==> config.mk <==
export PLATFORM = sky130hd
export DESIGN_NAME = sign_magnitude_byte_alu
export DESIGN_NICKNAME = d
export VERILOG_FILES = /design/src/rtl/smba_pkg.sv /design/src/rtl/sign_magnitude_byte_alu.sv
export VERILOG_INCLUDE_DIRS = /design/src /design/src/rtl
export SDC_FILE = /design/constraint.sdc
export NUM_CORES = 1
export LEC_CHECK = 0
export BUFFER_PORTS_ARGS = -buffer_cell sky130_fd_sc_hd__buf_2
export CORE_ASPECT_RATIO = 0.6
export CORE_MARGIN = 1.5
export CORE_UTILIZATION = 45
export DETAILED_ROUTE_END_ITERATION = 8
export PLACE_DENSITY = 0.6
export RECOVER_POWER = 50
export SYNTH_ARGS = -nofsm -noshare
export SYNTH_HDL_FRONTEND = slang
export SYNTH_SLANG_ARGS = --single-unit
==> constraint.sdc <==
create_clock -name i_clk -period 9.5 [get_ports i_clk]
set_clock_uncertainty 0.1 [all_clocks]
set_input_delay 0 -clock i_clk [delete_from_list [all_inputs] [get_ports i_clk]]
set_output_delay 0 -clock i_clk [all_outputs]
set_load 0.03 [all_outputs]
==> src/rtl/sign_magnitude_byte_alu_macros.svh <==
// assertion macros for the sign-magnitude byte alu
// used by rtl/sign_magnitude_byte_alu.sv, no other dependencies
`ifndef SIGN_MAGNITUDE_BYTE_ALU_MACROS_SVH
`define SIGN_MAGNITUDE_BYTE_ALU_MACROS_SVH
`ifndef SYNTHESIS
// same-cycle implication, disabled while reset is low
`define SMBA_ASSERT_IMPLY(label, clk, rst_n, ante, cons) \
    label: assert property (@(posedge clk) disable iff (!(rst_n)) (ante) |-> (cons)) \
        else $error("sign_magnitude_byte_alu: check failed");
// next-cycle implication, disabled while reset is low
`define SMBA_ASSERT_NEXT(label, clk, rst_n, ante, cons) \
    label: assert property (@(posedge clk) disable iff (!(rst_n)) (ante) |=> (cons)) \
        else $error("sign_magnitude_byte_alu: check failed");
`else
`define SMBA_ASSERT_IMPLY(label, clk, rst_n, ante, cons)
`define SMBA_ASSERT_NEXT(label, clk, rst_n, ante, cons)
`endif
`endif

==> src/rtl/smba_pkg.sv <==
// types, codes and step functions for the sign-magnitude byte alu
// no dependencies
package smba_pkg;

    localparam int MAG_W = 7;
    localparam int WORD_W = MAG_W + 1;
    localparam logic [WORD_W-1:0] SIGN_BIT = 8'h80;
    localparam logic [WORD_W-1:0] ONE_LSB = 8'h01;

    typedef enum logic [1:0] {
        OP_ADD = 2'd0,
        OP_SUB = 2'd1,
        OP_MUL = 2'd2,
        OP_DIV = 2'd3
    } t_op;

    // payload carried between pipeline stages
    typedef struct packed {
        t_op              op;
        logic             sign;
        logic [MAG_W-1:0] ma;
        logic [MAG_W-1:0] mb;
        logic [MAG_W-1:0] rem;
        logic [MAG_W-1:0] quo;
        logic [MAG_W-1:0] acc;
        logic [WORD_W-1:0] add_res;
    } t_stage;

    // sign-magnitude to two's complement, minus zero becomes zero
    function automatic logic [WORD_W-1:0] to_twos(input logic [WORD_W-1:0] x);
        logic [WORD_W-1:0] m;
        m = {1'b0, x[MAG_W-1:0]};
        if (x[WORD_W-1]) begin
            return WORD_W'(~m + ONE_LSB);
        end
        return m;
    endfunction

    // two's complement to sign-magnitude
    function automatic logic [WORD_W-1:0] from_twos(input logic [WORD_W-1:0] r);
        if (r[WORD_W-1]) begin
            return WORD_W'((r ^ {1'b0, {MAG_W{1'b1}}}) + ONE_LSB);
        end
        return r;
    endfunction

    // sign-magnitude add, minus zero result folded to zero
    function automatic logic [WORD_W-1:0] add_sm(input logic [WORD_W-1:0] a,
                                                 input logic [WORD_W-1:0] b);
        logic [WORD_W-1:0] r;
        r = from_twos(WORD_W'(to_twos(a) + to_twos(b)));
        if (r == SIGN_BIT) begin
            r = '0;
        end
        return r;
    endfunction

    // one restoring division step: returns {quotient bit, new remainder}
    function automatic logic [WORD_W-1:0] div_step(input logic [MAG_W-1:0] rem,
                                                   input logic nbit,
                                                   input logic [MAG_W-1:0] mb);
        logic [WORD_W-1:0] sh;
        sh = {rem, nbit};
        if (sh >= {1'b0, mb}) begin
            return {1'b1, MAG_W'(sh - {1'b0, mb})};
        end
        return {1'b0, sh[MAG_W-1:0]};
    endfunction

    // one shift-and-add multiply step, kept modulo 128
    function automatic logic [MAG_W-1:0] mul_step(input logic [MAG_W-1:0] acc,
                                                  input logic [MAG_W-1:0] ma,
                                                  input logic bbit,
                                                  input logic [2:0] k);
        logic [MAG_W-1:0] pp;
        pp = MAG_W'(ma << k);
        if (bbit) begin
            return MAG_W'(acc + pp);
        end
        return acc;
    endfunction

endpackage

==> src/rtl/sign_magnitude_byte_alu.sv <==
// sign-magnitude byte alu: an accepted item passes stage 1, stage 2 and stage 3 to result valid,
// throughput one item per cycle when the output is not stalled
// three stages: add, high quotient and low product bits; middle bits; rest and select
// synchronous active-low reset clears the stage valid bits only, payload is not reset
// depends on smba_pkg and sign_magnitude_byte_alu_macros.svh
`include "sign_magnitude_byte_alu_macros.svh"

module sign_magnitude_byte_alu (
    input  logic                         i_clk,
    input  logic                         i_rst_n,
    input  logic                         i_valid,
    output logic                         o_stall,
    input  logic [1:0]                   i_op,
    input  logic [smba_pkg::WORD_W-1:0]  i_operand_a,
    input  logic [smba_pkg::WORD_W-1:0]  i_operand_b,
    output logic                         o_valid,
    input  logic                         i_stall,
    output logic [smba_pkg::WORD_W-1:0]  o_result_value,
    output logic                         o_divide_by_zero
);
    import smba_pkg::*;

    t_stage            r_s1, n_s1;
    t_stage            r_s2, n_s2;
    logic              r_v1, r_v2, r_v3;
    logic [WORD_W-1:0] r_result, n_result;
    logic              r_dz, n_dz;
    logic              ready1, ready2, ready3;

    // per-stage advance: a stage moves when empty or when the next one moves
    assign ready3  = !r_v3 || !i_stall;
    assign ready2  = !r_v2 || ready3;
    assign ready1  = !r_v1 || ready2;
    assign o_stall = !ready1;

    // stage 1: decode, add/subtract, quotient bits 6..4, product bits 0..2
    always_comb begin
        logic [WORD_W-1:0] bx;
        logic [WORD_W-1:0] step;
        n_s1.op   = t_op'(i_op);
        n_s1.sign = i_operand_a[WORD_W-1] ^ i_operand_b[WORD_W-1];
        n_s1.ma   = i_operand_a[MAG_W-1:0];
        n_s1.mb   = i_operand_b[MAG_W-1:0];
        bx = (n_s1.op == OP_SUB) ? (i_operand_b ^ SIGN_BIT) : i_operand_b;
        n_s1.add_res = add_sm(i_operand_a, bx);
        n_s1.rem = '0;
        n_s1.quo = '0;
        n_s1.acc = '0;
        for (int k = 6; k >= 4; k--) begin
            step = div_step(n_s1.rem, n_s1.ma[k], n_s1.mb);
            n_s1.quo[k] = step[WORD_W-1];
            n_s1.rem = step[MAG_W-1:0];
        end
        for (int k = 0; k <= 2; k++) begin
            n_s1.acc = mul_step(n_s1.acc, n_s1.ma, n_s1.mb[k], 3'(k));
        end
    end

    // stage 2: quotient bits 3..2, product bits 3..4
    always_comb begin
        logic [WORD_W-1:0] step;
        n_s2 = r_s1;
        for (int k = 3; k >= 2; k--) begin
            step = div_step(n_s2.rem, n_s2.ma[k], n_s2.mb);
            n_s2.quo[k] = step[WORD_W-1];
            n_s2.rem = step[MAG_W-1:0];
        end
        for (int k = 3; k <= 4; k++) begin
            n_s2.acc = mul_step(n_s2.acc, n_s2.ma, n_s2.mb[k], 3'(k));
        end
    end

    // stage 3: quotient bits 1..0, product bits 5..6, result select
    always_comb begin
        logic [WORD_W-1:0] step;
        logic [MAG_W-1:0]  rem;
        logic [MAG_W-1:0]  quo;
        logic [MAG_W-1:0]  acc;
        rem = r_s2.rem;
        quo = r_s2.quo;
        acc = r_s2.acc;
        for (int k = 1; k >= 0; k--) begin
            step = div_step(rem, r_s2.ma[k], r_s2.mb);
            quo[k] = step[WORD_W-1];
            rem = step[MAG_W-1:0];
        end
        for (int k = 5; k <= 6; k++) begin
            acc = mul_step(acc, r_s2.ma, r_s2.mb[k], 3'(k));
        end
        n_dz = 1'b0;
        unique case (r_s2.op)
            OP_ADD, OP_SUB: begin
                n_result = r_s2.add_res;
            end
            OP_MUL: begin
                n_result = {r_s2.sign, acc};
            end
            OP_DIV: begin
                if (r_s2.mb == '0) begin
                    n_dz     = 1'b1;
                    n_result = '0;
                end else begin
                    n_result = {r_s2.sign, quo};
                end
            end
            default: begin
                n_result = '0;
            end
        endcase
    end

    // stage valid bits
    always_ff @(posedge i_clk) begin
        if (!i_rst_n) begin
            r_v1 <= 1'b0;
            r_v2 <= 1'b0;
            r_v3 <= 1'b0;
        end else begin
            if (ready1) begin
                r_v1 <= i_valid;
            end
            if (ready2) begin
                r_v2 <= r_v1;
            end
            if (ready3) begin
                r_v3 <= r_v2;
            end
        end
    end

    // stage payload
    always_ff @(posedge i_clk) begin
        if (ready1) begin
            r_s1 <= n_s1;
        end
        if (ready2) begin
            r_s2 <= n_s2;
        end
        if (ready3) begin
            r_result <= n_result;
            r_dz     <= n_dz;
        end
    end

    assign o_valid          = r_v3;
    assign o_result_value   = r_result;
    assign o_divide_by_zero = r_dz;

    // checks
    `SMBA_ASSERT_IMPLY(a_dz_zero, i_clk, i_rst_n, r_v3 && r_dz, r_result == '0)
    `SMBA_ASSERT_IMPLY(a_no_minus_zero, i_clk, i_rst_n,
        r_v1 && (r_s1.op == OP_ADD || r_s1.op == OP_SUB), r_s1.add_res != SIGN_BIT)
    `SMBA_ASSERT_IMPLY(a_stall_full, i_clk, i_rst_n, o_stall, r_v1 && r_v2 && r_v3 && i_stall)
    `SMBA_ASSERT_IMPLY(a_rem_bound, i_clk, i_rst_n,
        r_v1 && r_s1.op == OP_DIV && r_s1.mb != '0, r_s1.rem < r_s1.mb)
    `SMBA_ASSERT_NEXT(a_hold_full, i_clk, i_rst_n, r_v3 && i_stall && r_v2, r_v3 && r_v2)

endmodule
==> results.sh <==
export IMPL_hold_path_depth=2
export IMPL_min_delay_start="i_operand_a[7]"
export IMPL_synth_async_reset_ratio=0
export IMPL_pre_cts_ws_ns=3.60
export IMPL_synth_edf_count=87
export IMPL_rrSetupSlack_ns=4.19
export IMPL_p_leak_nw=3.15
export IMPL_multi_input_area_um2=3520
export IMPL_synth_commonest_cells="87 x edfxtp_1, 71 x ha_1, 55 x inv_1"
export IMPL_synth_top_cell_by_area="edfxtp_1"
export IMPL_ys_ff_latch=90
export IMPL_placementRows=33
export IMPL_crit_start="i_operand_b[0]"
export IMPL_slew_headroom=-0.476
export IMPL_worstReg2RegStart="n_s2[39]"
export IMPL_vias=4452
export IMPL_cp_arrival_ns=6.32
export IMPL_holdCritPathClass="in -> reg"
export IMPL_final_core_util=0.523
export IMPL_grtUsageMet1=0.297
export IMPL_yosysMostFrequentCell="edfxtp_1"
export IMPL_wl_mm=13.5
export IMPL_critPathMaxStageDelay_ns=0.52
export IMPL_syn_area_per_cell_um2=10.7
export IMPL_worst_slew_pin_slew_ns=2.21
export IMPL_finalSetupViolCount=0
export IMPL_coreArea_um2=13800
export IMPL_antenna_found_initial=0
export IMPL_critPathLaunchType="primary input"
export IMPL_synth_top_cell_area_share=0.405
export IMPL_fin_setup_tns_ns=0
export IMPL_cts_buffers=9
export IMPL_syn_nets=704
export IMPL_ys_flop_type="edfxtp_1"
export IMPL_syn_to_final_growth_pct=12.2
export IMPL_cts_tree="done"
export IMPL_grt_overflow_total=0
export IMPL_io_buffers=32
export IMPL_drive_above_1_share=0.0822
export IMPL_place_gp_congestion=0.833
export IMPL_netlist_area_um2=6440
export IMPL_worstSkewPairLatency_ns=0.33
export IMPL_first_pass_iters=5
export IMPL_r2r_end="r_s2[24]"
export IMPL_holdWs_ns=0.0239
export IMPL_wl_per_cell_um=15.9
export IMPL_synth_distinct_cells=54
export IMPL_cp_required_ns=9.48
export IMPL_place_hpwl_mm=10.9
export IMPL_peakVddDrop_v=0.0000851
export IMPL_crit_fanout=12
export IMPL_drtAntennaViolNets=0
export IMPL_dieArea_um2=15100
export IMPL_yosys_top_cells_area="edfxtp_1 41%, ha_1 14%, xnor2_1 6.3%, mux2_2 3.8%, a21oi_1 3.3%"
export IMPL_final_seq_area_um2=2670
export IMPL_grt_util_met2=0.283
export IMPL_htreeDepth=3
export IMPL_slew_violations=81
export IMPL_initial_core_util=0.466
export IMPL_syn_inst=601
export IMPL_drc=0
export IMPL_power_density_nw_per_um2=204
export IMPL_use_met3=0.0279
export IMPL_crit_chain="dlygate4sd3_1 > clkbuf_1 > ha_1 > or2b_2 > and3_2 > and2_1 > ha_1 > nor2b_1 > o31a_2 > o21a_1 > o21ai_0 > nand3_1 > mux2i_1 > ha_1 > nor2b_1 > o21ai_0 > a21oi_1 > o21a_1 > o21ai_0 > and2_1 > mux2_4"
export IMPL_status="complete, but fails checks"
export IMPL_ios=33
export IMPL_post_cts_setup_buffers=0
export IMPL_die_w_um=158
export IMPL_grt_start_max_net_pins=41
export IMPL_path_clk_slew_ns=0.06
export IMPL_drt_iter0_markers=311
export IMPL_top_usage_layer="met1"
export IMPL_critical_path_class="in -> reg"
export IMPL_timing_final_crit_share=0.668
export IMPL_n_fill_cell=1240
export IMPL_die_h_um=95.7
export IMPL_antennaDiodeCount=0
export IMPL_design_area_um2=7230
export IMPL_cp_end_kind="flop"
export IMPL_cp_top_family="compound AO/OA/AOI/OAI gates"
export IMPL_violations="capacitance limit, slew limit"
export IMPL_finalHoldViolations=0
export IMPL_viasPerCell=5.24
export IMPL_cts_root_buf="clkbuf_16"
export IMPL_worst_path_buf_inv=2
export IMPL_grt_pass1_vias=4372
export IMPL_max_cap_viol_count=2
export IMPL_rsz0062_at_grt="no"
export IMPL_placed_cell_area_um2=6820
export IMPL_grt_first_pass_wirelength_mm=21.9
export IMPL_reg2reg_depth=17
export IMPL_yosysWarnings=0
export IMPL_min_delay_worst_endpoint="n_s2[43]"
export IMPL_grtUsageTotal=0.192
export IMPL_clkSinkCount=90
export IMPL_cts_buffer_depth=2
export IMPL_final_nets=758
export IMPL_slowest_stage="dlygate4sd3_1"
export IMPL_fmax_ghz=0.158
export IMPL_yosysSeqAreaShare=0.415
export IMPL_fin_ws_ns=3.16
export IMPL_period_needed_ns=6.34
-- what timing repair did --
action,4_1_cts,5_1_grt
resized for setup,0,0
endpoints found under the hold margin,16,0
hold buffers,17,0
-- through the flow --
step           cells  total power, W
3_5_place_dp     819         0.00116
4_1_cts          849         0.00149
3_3_place_gp     819         0.00114
6_report         849         0.00148
2_1_floorplan    601         0.00102
5_1_grt          849         0.00158
-- area by class of cell --
cell class,instances,area share
well taps,192,0.0332
repair buffers,51,0.0428
multi-input cells,447,0.488
clock inverters,4,0.00640
clock buffers,9,0.0312
flip-flops and latches,90,0.370
inverters,56,0.0291
-- per-layer routing --
layer  vias up  wire length (um)
li1       2275                 -
met2        86              5440
met1      2082              7500
met4         0                74
met5         -                 0
met3         9               519
-- worst reg2reg max path: cells and delay by family, from the launching register on --
family,cells,cell delay [ns]
AO/OA/AOI/OAI,8,2.40
buffers and inverters,2,0.17
flip-flops,1,0.37
AND/OR/NAND/NOR,2,0.26
adder cells (fa/ha/maj),3,0.90
multiplexers,2,0.86
-- kinds of logic (layout without fill, tap and decap cells) --
logic type                 count (synthesis)  after routing  share of synthesized area
adders and majority gates                 81             81                      0.169
DFF                                       90             90                      0.415
xor gates and xnor gates                  58             58                     0.0788
buffers and inverters                     64            120                     0.0384
and+or+nand+nor                          142            142                      0.109
muxes                                     34             34                     0.0594
AOI/OAI and AO/OA                        132            132                      0.131
-- report_power, final --
group	internal [W]	switching [W]
combinational	0.000251	0.000304
clock	0.000198	0.000132
sequential	0.000548	0.0000444
-- state kept, by name (all words and copies together), names as in the netlist --
name	cells
r_s2	39
n_s2	25
r_s1	14
o_result_value	8
o_divide_by_zero	1
o_valid	1
r_v1	1
r_v2	1
-- how the worst max path moves through the flow --
stage	slack (ns)	cells after the start	end
after floorplan	4.63	21	r_s1[24]
final	3.16	21	r_s1[24]
after global routing	2.65	21	r_s1[24]
after detailed placement	3.60	20	r_s1[24]
after global placement	3.88	20	r_s1[24]
after CTS	3.42	21	r_s1[24]
-- cells in the final DEF (no fill, tap or decap), drive strengths merged, types with 3 or more instances in the layout --
cell type,netlist,layout
nand2,38,38
mux2i,9,9
nor2,41,41
o31ai,7,7
ha,71,71
mux2,25,25
and2,4,4
fa,10,10
nand4,8,8
nor3,4,4
edfxtp,87,87
xor2,12,12
a31oi,6,6
o21bai,4,4
xnor2,46,46
inv,55,55
or3,5,5
buf,2,8
nand3,10,10
nand2b,6,6
clkinv,1,3
and3,7,7
o21a,7,7
a21o,18,18
a21boi,5,5
dfxtp,3,3
a21oi,42,42
o21ai,29,29
a211oi,4,4
dlygate4sd3,0,17
nor2b,10,10
clkbuf,6,35
Power figures use the tool's default switching activity.
